`config.mk`:
```
export PLATFORM = sky130hd
export DESIGN_NAME = overwriting_position_ring
export DESIGN_NICKNAME = d
export VERILOG_FILES = /design/src/opr_pkg.sv /design/src/opr_store.sv /design/src/opr_ctrl.sv /design/src/overwriting_position_ring.sv
export SDC_FILE = /design/constraint.sdc
export NUM_CORES = 2
export LEC_CHECK = 0
export BUFFER_PORTS_ARGS = -buffer_cell sky130_fd_sc_hd__buf_2
export CAP_MARGIN = 25
export CORE_MARGIN = 4
export CORE_UTILIZATION = 32
export DETAILED_ROUTE_END_ITERATION = 10
export SYNTH_ARGS = -nofsm -noshare
export SYNTH_HDL_FRONTEND = slang
export SYNTH_SLANG_ARGS = --single-unit
```
`constraint.sdc`:
```
create_clock -name clk -period 8.3 [get_ports clk]
set_input_delay 0.83 -clock clk [delete_from_list [all_inputs] [get_ports clk]]
set_output_delay 0.83 -clock clk [all_outputs]
set_load 0.02 [all_outputs]
```
`src/opr_pkg.sv`:
```
`default_nettype none
package opr_pkg;

	localparam int DEFAULT_DEPTH = 64;

	localparam int REQ_W   = 3;
	localparam int IDX_W   = 6;
	localparam int WORD_W  = 32;
	localparam int COUNT_W = 7;
	localparam int ENTRY_W = 2 * WORD_W;

	typedef enum logic [REQ_W-1:0] {
		REQ_PUSH  = 3'd0,
		REQ_POP   = 3'd1,
		REQ_READ  = 3'd2,
		REQ_WRITE = 3'd3,
		REQ_CLEAR = 3'd4
	} req_t;

	// store access for one beat
	typedef struct packed {
		logic wr;
		logic rd;
	} mem_cmd_t;

	// result fields settled at accept time
	typedef struct packed {
		logic [COUNT_W-1:0] count;
		logic               error;
		logic               hit;
	} res_t;

endpackage
`default_nettype wire

```
`src/opr_store.sv`:
```
`default_nettype none
module opr_store
	import opr_pkg::*;
#(
	parameter int DEPTH = DEFAULT_DEPTH,
	parameter int AW    = (DEPTH > 1) ? $clog2(DEPTH) : 1
) (
	input  wire logic               clk,
	input  wire mem_cmd_t           cmd,
	input  wire logic [AW-1:0]      addr,
	input  wire logic [ENTRY_W-1:0] wdata,
	output logic      [ENTRY_W-1:0] rdata
);

	logic [ENTRY_W-1:0] mem [DEPTH];
	logic [ENTRY_W-1:0] rd_q;

	// write one entry per beat
	always_ff @(posedge clk) begin
		if (cmd.wr) begin
			mem[addr] <= wdata;
		end
	end

	// registered read, held until the next read
	always_ff @(posedge clk) begin
		if (cmd.rd) begin
			rd_q <= mem[addr];
		end
	end

	assign rdata = rd_q;

endmodule
`default_nettype wire

```
`src/opr_ctrl.sv`:
```
`default_nettype none
module opr_ctrl
	import opr_pkg::*;
#(
	parameter int DEPTH = DEFAULT_DEPTH,
	parameter int AW    = (DEPTH > 1) ? $clog2(DEPTH) : 1
) (
	input  wire logic             clk,
	input  wire logic             arst_n,
	input  wire logic             accept,
	input  wire logic [REQ_W-1:0] req,
	input  wire logic [IDX_W-1:0] idx,
	output mem_cmd_t              cmd,
	output logic      [AW-1:0]    addr,
	output res_t                  res
);

	localparam int CW    = $clog2(DEPTH + 1);
	localparam int CMP_W = (CW > IDX_W) ? CW : IDX_W;
	localparam logic [CW:0]   DEPTH_S = (CW + 1)'(DEPTH);
	localparam logic [CW-1:0] DEPTH_C = CW'(DEPTH);

	logic [AW-1:0] start_q;
	logic [CW-1:0] fill_q;

	logic [AW-1:0]    start_d;
	logic [CW-1:0]    fill_d;
	logic [CW-1:0]    off;
	logic [CW:0]      sum;
	logic [CW:0]      sum_w;
	logic [CW:0]      inc;
	logic [CW:0]      inc_w;
	logic [AW-1:0]    slot;
	logic [AW-1:0]    start_inc;
	logic [CMP_W-1:0] idx_x;
	logic [CMP_W-1:0] fill_x;
	logic             full;
	logic             empty;
	logic             idx_ok;
	req_t             rq;

	assign rq     = req_t'(req);
	assign full   = (fill_q == DEPTH_C);
	assign empty  = (fill_q == '0);
	assign idx_x  = CMP_W'(idx);
	assign fill_x = CMP_W'(fill_q);
	assign idx_ok = (idx_x < fill_x);

	// slot = (start + offset) mod DEPTH; for every access that reaches the store the sum stays below twice the depth
	always_comb begin
		unique case (rq) inside
			REQ_PUSH:             off = full ? '0 : fill_q;
			REQ_POP:              off = fill_q - CW'(1);
			REQ_READ, REQ_WRITE:  off = idx_x[CW-1:0];
			default:              off = '0;
		endcase
	end

	assign sum   = (CW + 1)'(start_q) + {1'b0, off};
	assign sum_w = (sum >= DEPTH_S) ? (sum - DEPTH_S) : sum;
	assign slot  = sum_w[AW-1:0];

	// oldest slot advanced by one, for a push into a full ring
	assign inc       = (CW + 1)'(start_q) + (CW + 1)'(1);
	assign inc_w     = (inc >= DEPTH_S) ? (inc - DEPTH_S) : inc;
	assign start_inc = inc_w[AW-1:0];

	// decode the request into state update, store access and result
	always_comb begin
		start_d   = start_q;
		fill_d    = fill_q;
		cmd       = '0;
		res.error = 1'b0;
		res.hit   = 1'b0;
		unique case (rq)
			REQ_PUSH: begin
				cmd.wr = 1'b1;
				if (full) begin
					start_d = start_inc;
				end else begin
					fill_d = fill_q + CW'(1);
				end
			end
			REQ_POP: begin
				if (empty) begin
					res.error = 1'b1;
				end else begin
					cmd.rd  = 1'b1;
					res.hit = 1'b1;
					fill_d  = fill_q - CW'(1);
				end
			end
			REQ_READ: begin
				if (idx_ok) begin
					cmd.rd  = 1'b1;
					res.hit = 1'b1;
				end else begin
					res.error = 1'b1;
				end
			end
			REQ_WRITE: begin
				if (idx_ok) begin
					cmd.wr = 1'b1;
				end else begin
					res.error = 1'b1;
				end
			end
			REQ_CLEAR: begin
				start_d = '0;
				fill_d  = '0;
			end
			default: begin
			end
		endcase
		if (!accept) begin
			cmd = '0;
		end
		res.count = COUNT_W'(fill_d);
	end

	assign addr = slot;

	// update pointer and count on each accepted beat
	always_ff @(posedge clk or negedge arst_n) begin
		if (!arst_n) begin
			start_q <= '0;
			fill_q  <= '0;
		end else if (accept) begin
			start_q <= start_d;
			fill_q  <= fill_d;
		end
	end

	a_fill_bound: assert property (@(posedge clk) disable iff (!arst_n)
		fill_q <= DEPTH_C)
		else $error("fill count above depth");

	a_clear: assert property (@(posedge clk) disable iff (!arst_n)
		accept && rq == REQ_CLEAR |=> fill_q == '0 && start_q == '0)
		else $error("clear left entries");

	a_full_push: assert property (@(posedge clk) disable iff (!arst_n)
		accept && rq == REQ_PUSH && full |=> full && start_q != $past(start_q)
			|| DEPTH == 1)
		else $error("push into full ring did not drop oldest");

	a_no_dual: assert property (@(posedge clk) disable iff (!arst_n)
		!(cmd.wr && cmd.rd) && (!cmd.wr && !cmd.rd || accept))
		else $error("store access without a single accepted beat");

endmodule
`default_nettype wire

```
`src/overwriting_position_ring.sv`:
```
`default_nettype none
// Overwriting position ring: a history of up to DEPTH (x, y) word pairs.
// Requests enter on the s_ stream: s_tuser carries the request code (push,
// pop newest, read at index, write at index, clear), s_tdata the index and
// the two coordinate words. Each request yields exactly one result beat on
// the m_ stream: m_tdata carries x, y and the count after the request,
// m_tuser the error flag (pop on empty, index not below count). x and y are
// zero unless the request returned an entry.
// A request is presented on m_ in the cycle after it is accepted. One
// request per cycle is sustained while the receiver keeps up; the single output
// register and the one-access store set that figure. The store sees at most
// one access per beat, read data is registered and forms the output data.
// When the receiver stalls, the result is held and s_tready drops until the
// result is taken (s_tready follows m_tready combinationally).
// Reset clears the ring pointer, the count and the output valid; store
// contents are not cleared and are never read before being written.
module overwriting_position_ring
	import opr_pkg::*;
#(
	parameter int DEPTH = DEFAULT_DEPTH
) (
	input  wire logic        clk,
	input  wire logic        arst_n,
	input  wire logic        s_tvalid,
	output logic             s_tready,
	// [5:0] index, [37:6] x_in, [69:38] y_in, [71:70] zero
	input  wire logic [71:0] s_tdata,
	// [2:0] req_type
	input  wire logic [2:0]  s_tuser,
	output logic             m_tvalid,
	input  wire logic        m_tready,
	// [31:0] x_out, [63:32] y_out, [70:64] count, [71] zero
	output logic      [71:0] m_tdata,
	// [0] error
	output logic      [0:0]  m_tuser
);

	localparam int AW = (DEPTH > 1) ? $clog2(DEPTH) : 1;

	logic               accept;
	mem_cmd_t           cmd;
	logic [AW-1:0]      addr;
	res_t               res;
	res_t               res_q;
	logic               out_valid_q;
	logic [ENTRY_W-1:0] wdata;
	logic [ENTRY_W-1:0] rdata;
	logic [WORD_W-1:0]  x_out;
	logic [WORD_W-1:0]  y_out;

	assign s_tready = !out_valid_q || m_tready;
	assign accept   = s_tvalid && s_tready;
	assign wdata    = {s_tdata[69:38], s_tdata[37:6]};

	opr_ctrl #(
		.DEPTH (DEPTH),
		.AW    (AW)
	) u_ctrl (
		.clk    (clk),
		.arst_n (arst_n),
		.accept (accept),
		.req    (s_tuser),
		.idx    (s_tdata[5:0]),
		.cmd    (cmd),
		.addr   (addr),
		.res    (res)
	);

	opr_store #(
		.DEPTH (DEPTH),
		.AW    (AW)
	) u_store (
		.clk   (clk),
		.cmd   (cmd),
		.addr  (addr),
		.wdata (wdata),
		.rdata (rdata)
	);

	// hold the result beat until taken
	always_ff @(posedge clk or negedge arst_n) begin
		if (!arst_n) begin
			out_valid_q <= 1'b0;
		end else if (accept) begin
			out_valid_q <= 1'b1;
		end else if (m_tready) begin
			out_valid_q <= 1'b0;
		end
	end

	always_ff @(posedge clk) begin
		if (accept) begin
			res_q <= res;
		end
	end

	// zero the words unless an entry was returned
	assign x_out = res_q.hit ? rdata[WORD_W-1:0] : '0;
	assign y_out = res_q.hit ? rdata[ENTRY_W-1:WORD_W] : '0;

	assign m_tvalid = out_valid_q;
	assign m_tdata  = {1'b0, res_q.count, y_out, x_out};
	assign m_tuser  = res_q.error;

endmodule
`default_nettype wire
```
Word level (Yosys, flattened, before mapping)
Memory sizes are Yosys's and may differ from the RTL's. A register that Yosys moved wholly into a read port is not among the register bits.
Index checks and enable logic that the tools add are counted.
{"block": "word_totals", "ff_bits": 23, "mem_bits_rw": 4096, "inputBits": 79, "output_inout_bits": 75, "word_cells": 54, "mem_count": 1}
{"name": "u_store.mem", "depth": 64, "word_bits": 64, "rd": 1, "rd_clocked_by_memory_dff": 1, "write_ports": 1, "line_no": "opr_store.sv:15", "rtl": "logic [ENTRY_W-1:0] mem [DEPTH];"}
{"block": "classes", "add_sub_neg": 6, "magnitude_cmp": 3, "eq_ne": 6, "n_mux": 23, "n_reduce_logical": 9}
{"op": "$mux 32", "count": 2}
{"op": "$pmux 7 s3", "count": 2}
{"op": "$mux 7", "count": 3}
{"op": "$mux 6", "count": 3}
{"op": "$pmux 6 s2", "count": 1}
{"op": "$sub 6x1->6 const B", "count": 2}
{"op": "$add 6x7->8", "count": 1}
{"op": "$ge 8x7->1 const B", "count": 1}
{"op": "$mux 1", "count": 8}
{"op": "$add 6x1->7 const B", "count": 1}
{"op": "$add 7x1->7 const B", "count": 1}
{"op": "$eq 7x7->1 const B", "count": 1}
{"op": "$ge 7x7->1 const B", "count": 1}
{"op": "$logic_not 7->1", "count": 1}
{"op": "$lt 6x7->1", "count": 1}
{"op": "$sub 7x1->7 const B", "count": 1}
{"op": "$eq 3x2->1 const B", "count": 2}
{"op": "$pmux 1 s2", "count": 3}
{"op": "$reduce_bool 2->1", "count": 2}
{"op": "$eq 3x1->1 const B", "count": 1}
{"op": "$eq 3x3->1 const B", "count": 1}
{"op": "$logic_not 3->1", "count": 1}
{"op": "$reduce_and 3->1", "count": 1}
{"op": "$mux 2", "count": 1}
{"op": "5 further kinds", "count": 5}

Longest topological paths before layout
{"block": "logic_depth", "depth_word": 6, "ltp_mapped": 22, "depth_no_buf": 17}

Cells and area by module
From an unflattened synthesis, not the netlist that was laid out.
{"block": "hier_totals", "cells_unflattened": 8931, "hier_area_um2": 158628.4}
{"module": "opr_store", "n_inst": 1, "cells_per_inst": 8619, "area_per_inst_um2": 156093.5, "seq_area_each_um2": 124919.8}
{"module": "opr_ctrl", "n_inst": 1, "cells_per_inst": 220, "area_per_inst_um2": 1646.6, "seq_area_each_um2": 325.3}
{"module": "overwriting_position_ring", "n_inst": 1, "cells_per_inst": 92, "area_per_inst_um2": 888.4, "seq_area_each_um2": 295.3}

Least setup slack after synthesis
Ideal clock, no wire load.
{"block": "synth_timing", "path_type": "input -> register", "from": "input s_tuser[0]", "to": "memory u_store.mem[16][0] in the netlist's numbering (enable)", "setup_time_ns": 0.486, "arrival_ns": 6.559, "required_ns": 7.814, "path_slack_ns": 1.255, "stages": 15, "n_path_buf": 4, "path_cell_list": "clkbuf_1 buf_1 a211oi_1 a21oi_1 nor2_1 ha_1 fa_1 a21o_1 a21oi_1 xor2_1 buf_4 nor2_1 clkbuf_1 nand3_1 nor2_1"}
{"block": "synth_between", "elab_chain_cells": 6, "word_cells_on_any_way": 14, "classes_between": "add/sub (2); order compare (1); eq/ne (3); mux (6); reduce/logical (2)"}
{"element": "from (decl)", "line_no": "overwriting_position_ring.sv:29", "rtl": "input wire logic [2:0] s_tuser,"}
{"element": "$eq 3x2->1, on equally long branches"}
{"element": "$reduce_or 2->1 (no line)"}
{"element": "$pmux 7 s3", "line_no": "opr_ctrl.sv:51", "rtl": "unique case (rq) inside"}
{"element": "$add 6x7->8", "line_no": "opr_ctrl.sv:59", "rtl": "assign sum = (CW + 1)'(start_q) + {1'b0, off};"}
{"element": "$ge 8x7->1 or $sub 6x1->6 (tied branches)", "line_no": "opr_ctrl.sv:60", "rtl": "assign sum_w = (sum >= DEPTH_S) ? (sum - DEPTH_S) : sum;"}
{"element": "$mux 6", "line_no": "opr_ctrl.sv:60"}
{"element": "to (decl)", "line_no": "opr_store.sv:15"}
Several ways; a longest one is shown, not always the timed one.

Worst setup path in the final report
{"block": "layout_timing", "from": "register u_ctrl.fill_q[2]", "to": "register u_store.rd_q[55] (netlist: u_store.rdata[55]) (read register of u_store.mem) (data pin)"}
{"block": "layout_between", "elab_chain_cells": 6, "word_cells_on_any_way": 14, "classes_between": "add/sub (3); order compare (2); eq/ne (1); mux (7); reduce/logical (1)"}
{"element": "from (decl)", "line_no": "opr_ctrl.sv:24", "rtl": "logic [CW-1:0] fill_q;"}
{"element": "from (signal assigned)", "line_no": "opr_ctrl.sv:130", "rtl": "fill_q <= fill_d;"}
{"element": "parallel branches: the longest is 6 deep, another holds $add 6x7->8"}
{"element": "to (decl)", "line_no": "opr_store.sv:16", "rtl": "logic [ENTRY_W-1:0] rd_q;"}
Several ways; the timed one is not identified.
A chain may end at the register's enable or synchronous reset.

==> flow_summary.toml <==
[outcome]
status = "completed"

[die]
die_h_um = 725
core-area_um2 = 510000
rows = 262
dieArea_um2 = 525000
start_util_pct = 32.2
io_pins = 154
die_x_um = 725

[sta]
worst_slew_margin_rel_pct = 14.7
fin_skew_ps = 53.7
setup-tns-final_ps = 0
finalCriticalPeriod_ps = 6800
hold_viol = 0
max_freq_mhz = 147
rsz0062_at_grt = "false"
worst_pin_slew_ps = 1280
timing.final.ws_setup_ps = 1500
drv_slew = 0
final-setup-viol-count = 0
period_share_pct = 81.9

[finish]
stdcell_area_um2 = 189000
drive_above_1_share_pct = 14.8
area_growth_pct = 15.0
nFillCells = 46858
fin_nets = 10396

[worst_hold_path]
hold_class = "input pin to flip-flop"
min_to = "u_store.mem[25][23]"
hold_depth = 1
holdCritStartpoint = "s_tdata[29]"

[pwr]
ir_drop_uv = 367
seq_power_share_pct = 36.2
p_switching_mw = 24.1
p_per_area_nw_per_um2 = 345
power_leakage_nw = 60.0
p_clk_share_pct = 28.4
power_frac_comb_pct = 35.3
power.share.switching_pct = 36.9
power.internal_mw = 41.1
power_mw = 65.2

[yosys]
synth_area_leaders = "edfxtp_1 (76%), mux2i_1 (3.4%), nand2_1 (2.6%)"
ys_warn_count = 0
synth_xor_area_share_pct = 0.0830
synthCells = 10106
synth_compound_area_share_pct = 8.05
synth_edf_count = 4169
ys.flop_type = "edfxtp_1"
netlist_top_cells_count = "edfxtp_1 (4169), nand2_1 (1136), mux2i_1 (556), nand3_1 (466), a21oi_1 (456)"
yosys.area.top_type_share_pct = 76.2
synth_top_family_by_area = "compound AO/OA/AOI/OAI gates"
synthArstFlopShare_pct = 0.335
yosys.area_share.adder_pct = 0.126
synth_nets = 10201
yosys.area.top_type = "edfxtp_1"
synth_mux_area_share_pct = 6.91
yosys.cell_count.top_type = "edfxtp_1"
ys_types = 78
synthSimpleGateAreaFrac_pct = 6.30
seq_area_frac_synth_pct = 76.4
netlist_area_um2 = 164000
synth.avg_cell_area_um2 = 16.3
synth-seq-cells = 4183

[worst_setup_path]
reg2reg_to = "u_store.rdata[55]"
r2r_setup_slack_ps = 1500
cp-start-kind = "flip-flop"
critical_path_class = "flip-flop to flip-flop"
cp-end-kind = "flip-flop"
cp_max_fo = 38
cp-startpoint = "u_ctrl.fill_q[2]"
reg2regPathDepth = 16
worstPathRequired_ps = 8970
rr_startpoint = "u_ctrl.fill_q[2]"
arrival_ps = 7470

[global_route]
antenna_found_initial = 76
grt_max_degree = 157
grt_pass1_wl_um = 774000
first_global_vias = 93128
grt.total_usage_pct = 20.6
grt_overflow = 0

[routing]
drtIter0Drc = 16608
routedWlPerCell_um = 32.5
drt-total-wl_um = 566000
routed-via-count = 101006
first_pass_iters = 8
routed_via_density = 5.80
ant_nets = 0
drc_errors = 0

[clocking]
cts.repair.resized = 0
numCtsBuffers = 425
cts_root_buf = "clkbuf_16"
clkSinkCount = 4183
max-clock-path-buffers = 4
cts_tree = "built"
htreeDepth = 5
clock_latency_ps = 1010
clkSlewWorstSetupHoldPaths_ps = 60

[placement]
placed_area_um2 = 175000
dp_hpwl_um = 294000
port_buffers = 150
place_ws_ps = 1600
gp_congestion = 0.806

[run]
maxCapViolCount = 0
==> cells in the final DEF, fill, tap and decap left out, types with 26 or more instances in the layout <==
| master | count |
|---|---|
| a2111oi_0 | 34 |
| a211oi_1 | 46 |
| a21oi_1 | 456 |
| a221o_1 | 58 |
| a221oi_1 | 175 |
| a22oi_1 | 39 |
| a311o_1 | 38 |
| a311oi_1 | 109 |
| a31oi_1 | 231 |
| a32oi_1 | 62 |
| and2_1 | 65 |
| and3_1 | 207 |
| buf_12 | 144 |
| buf_2 | 150 |
| buf_4 | 236 |
| bufinv_16 | 29 |
| clkbuf_1 | 87 |
| clkbuf_16 | 428 |
| clkinv_1 | 111 |
| clkinv_2 | 74 |
| diode_2 | 50 |
| edfxtp_1 | 4169 |
| mux2_2 | 155 |
| mux2i_1 | 556 |
| mux4_2 | 178 |
| nand2_1 | 1125 |
| nand3_1 | 466 |
| nand4_1 | 29 |
| nor2_1 | 184 |
| nor2_4 | 76 |
| nor3_1 | 56 |
| nor4_1 | 31 |
| o211ai_1 | 50 |
| o21ai_0 | 229 |
| o221ai_1 | 44 |
| o22ai_1 | 158 |
| o311ai_0 | 26 |
==> routing by layer <==
layer / wire [µm] / up-vias / track usage (%)
met2: 258000 / 6652 / 32.0
met4: 24900 / 40 / 8.15
met1: 217000 / 52321 / 28.3
met5: 267 / - / 0
li1: - / 40746 / -
met3: 66500 / 1247 / 4.51
==> final cells by class <==
type	count	area [µm²]	share of cell area [%]
flip-flops and latches	4183	126000	66.4
multi-input cells	5146	36000	19.1
clock buffers	515	11000	5.84
well taps	6732	8420	4.46
repair buffers	535	5530	2.92
clock inverters	251	2210	1.17
diodes	50	125	0.0662
inverters	10	52.6	0.0278
==> power groups by stage <==
stage	logic [mW]	clock network, mW	registers [mW]
finish	23.0	18.5	23.6
global route	24.2	19.6	23.6
CTS	22.7	18.7	23.6
detailed placement	22.6	0	24.1
global placement	22.5	0	24.1
floorplan	14.1	0	24.0
==> how the worst max path moves through the flow <==
stage | to | slack (ps) | cells after the start
2_1_floorplan | u_store.mem[16][0] | 1260 | 15
3_3_place_gp | u_store.rdata[55] | 1600 | 16
3_5_place_dp | u_store.rdata[55] | 1600 | 16
4_1_cts | u_store.rdata[55] | 1560 | 16
5_1_grt | u_store.rdata[55] | 1330 | 16
6_report | u_store.rdata[55] | 1500 | 16
==> flip-flops by register name, indices dropped and copies added (netlist names) <==
name            cells
m_tdata             7
m_tuser             1
u_ctrl.start_q      6
res_q               1
u_ctrl.fill_q       7
u_store.rdata      64
m_tvalid            1
u_store.mem      4096
==> worst max-delay path: stages, from the launching register on <==
cell and delay, ps:
dfrtp_1 470, nor4_4 400, nand3_1 140, ha_1 220, nor2_1 110, a211oi_1 60
a21oi_1 180, nor2_1 110, ha_4 200, fa_4 550, a21o_1 190, a21oi_1 670
xor2_4 660, buf_4 370, buf_4 830, mux4_2 610, o21ai_0 670
==> kinds of logic (layout without fill, tap and decap cells) <==
family                   after synthesis  count (layout)
AO/OA/AOI/OAI                       1917            1917
XOR/XNOR                              13              13
adder cells (fa/ha/maj)               16              16
buffers and inverters                777            1311
flip-flops                          4183            4183
multiplexers                         890             890
other                                  1              51
AND/OR/NAND/NOR                     2309            2309
==> metrics by stage <==
stage                     instances  hold slack (ps)  util [%]
after floorplan               10106              531         -
after global placement        16559              506      34.2
after detailed placement      16566              524      34.2
after CTS                     17333             7.36      36.8
after global routing          17401             16.8      37.0
final                         17422             58.8      37.0
==> repair_timing <==
item | CTS | global route
endpoints found under the hold margin | 14 | 0
setup buffers | 0 | 0
hold buffers | 1 | 0
No activity file was read; power rests on OpenSTA's default activity.
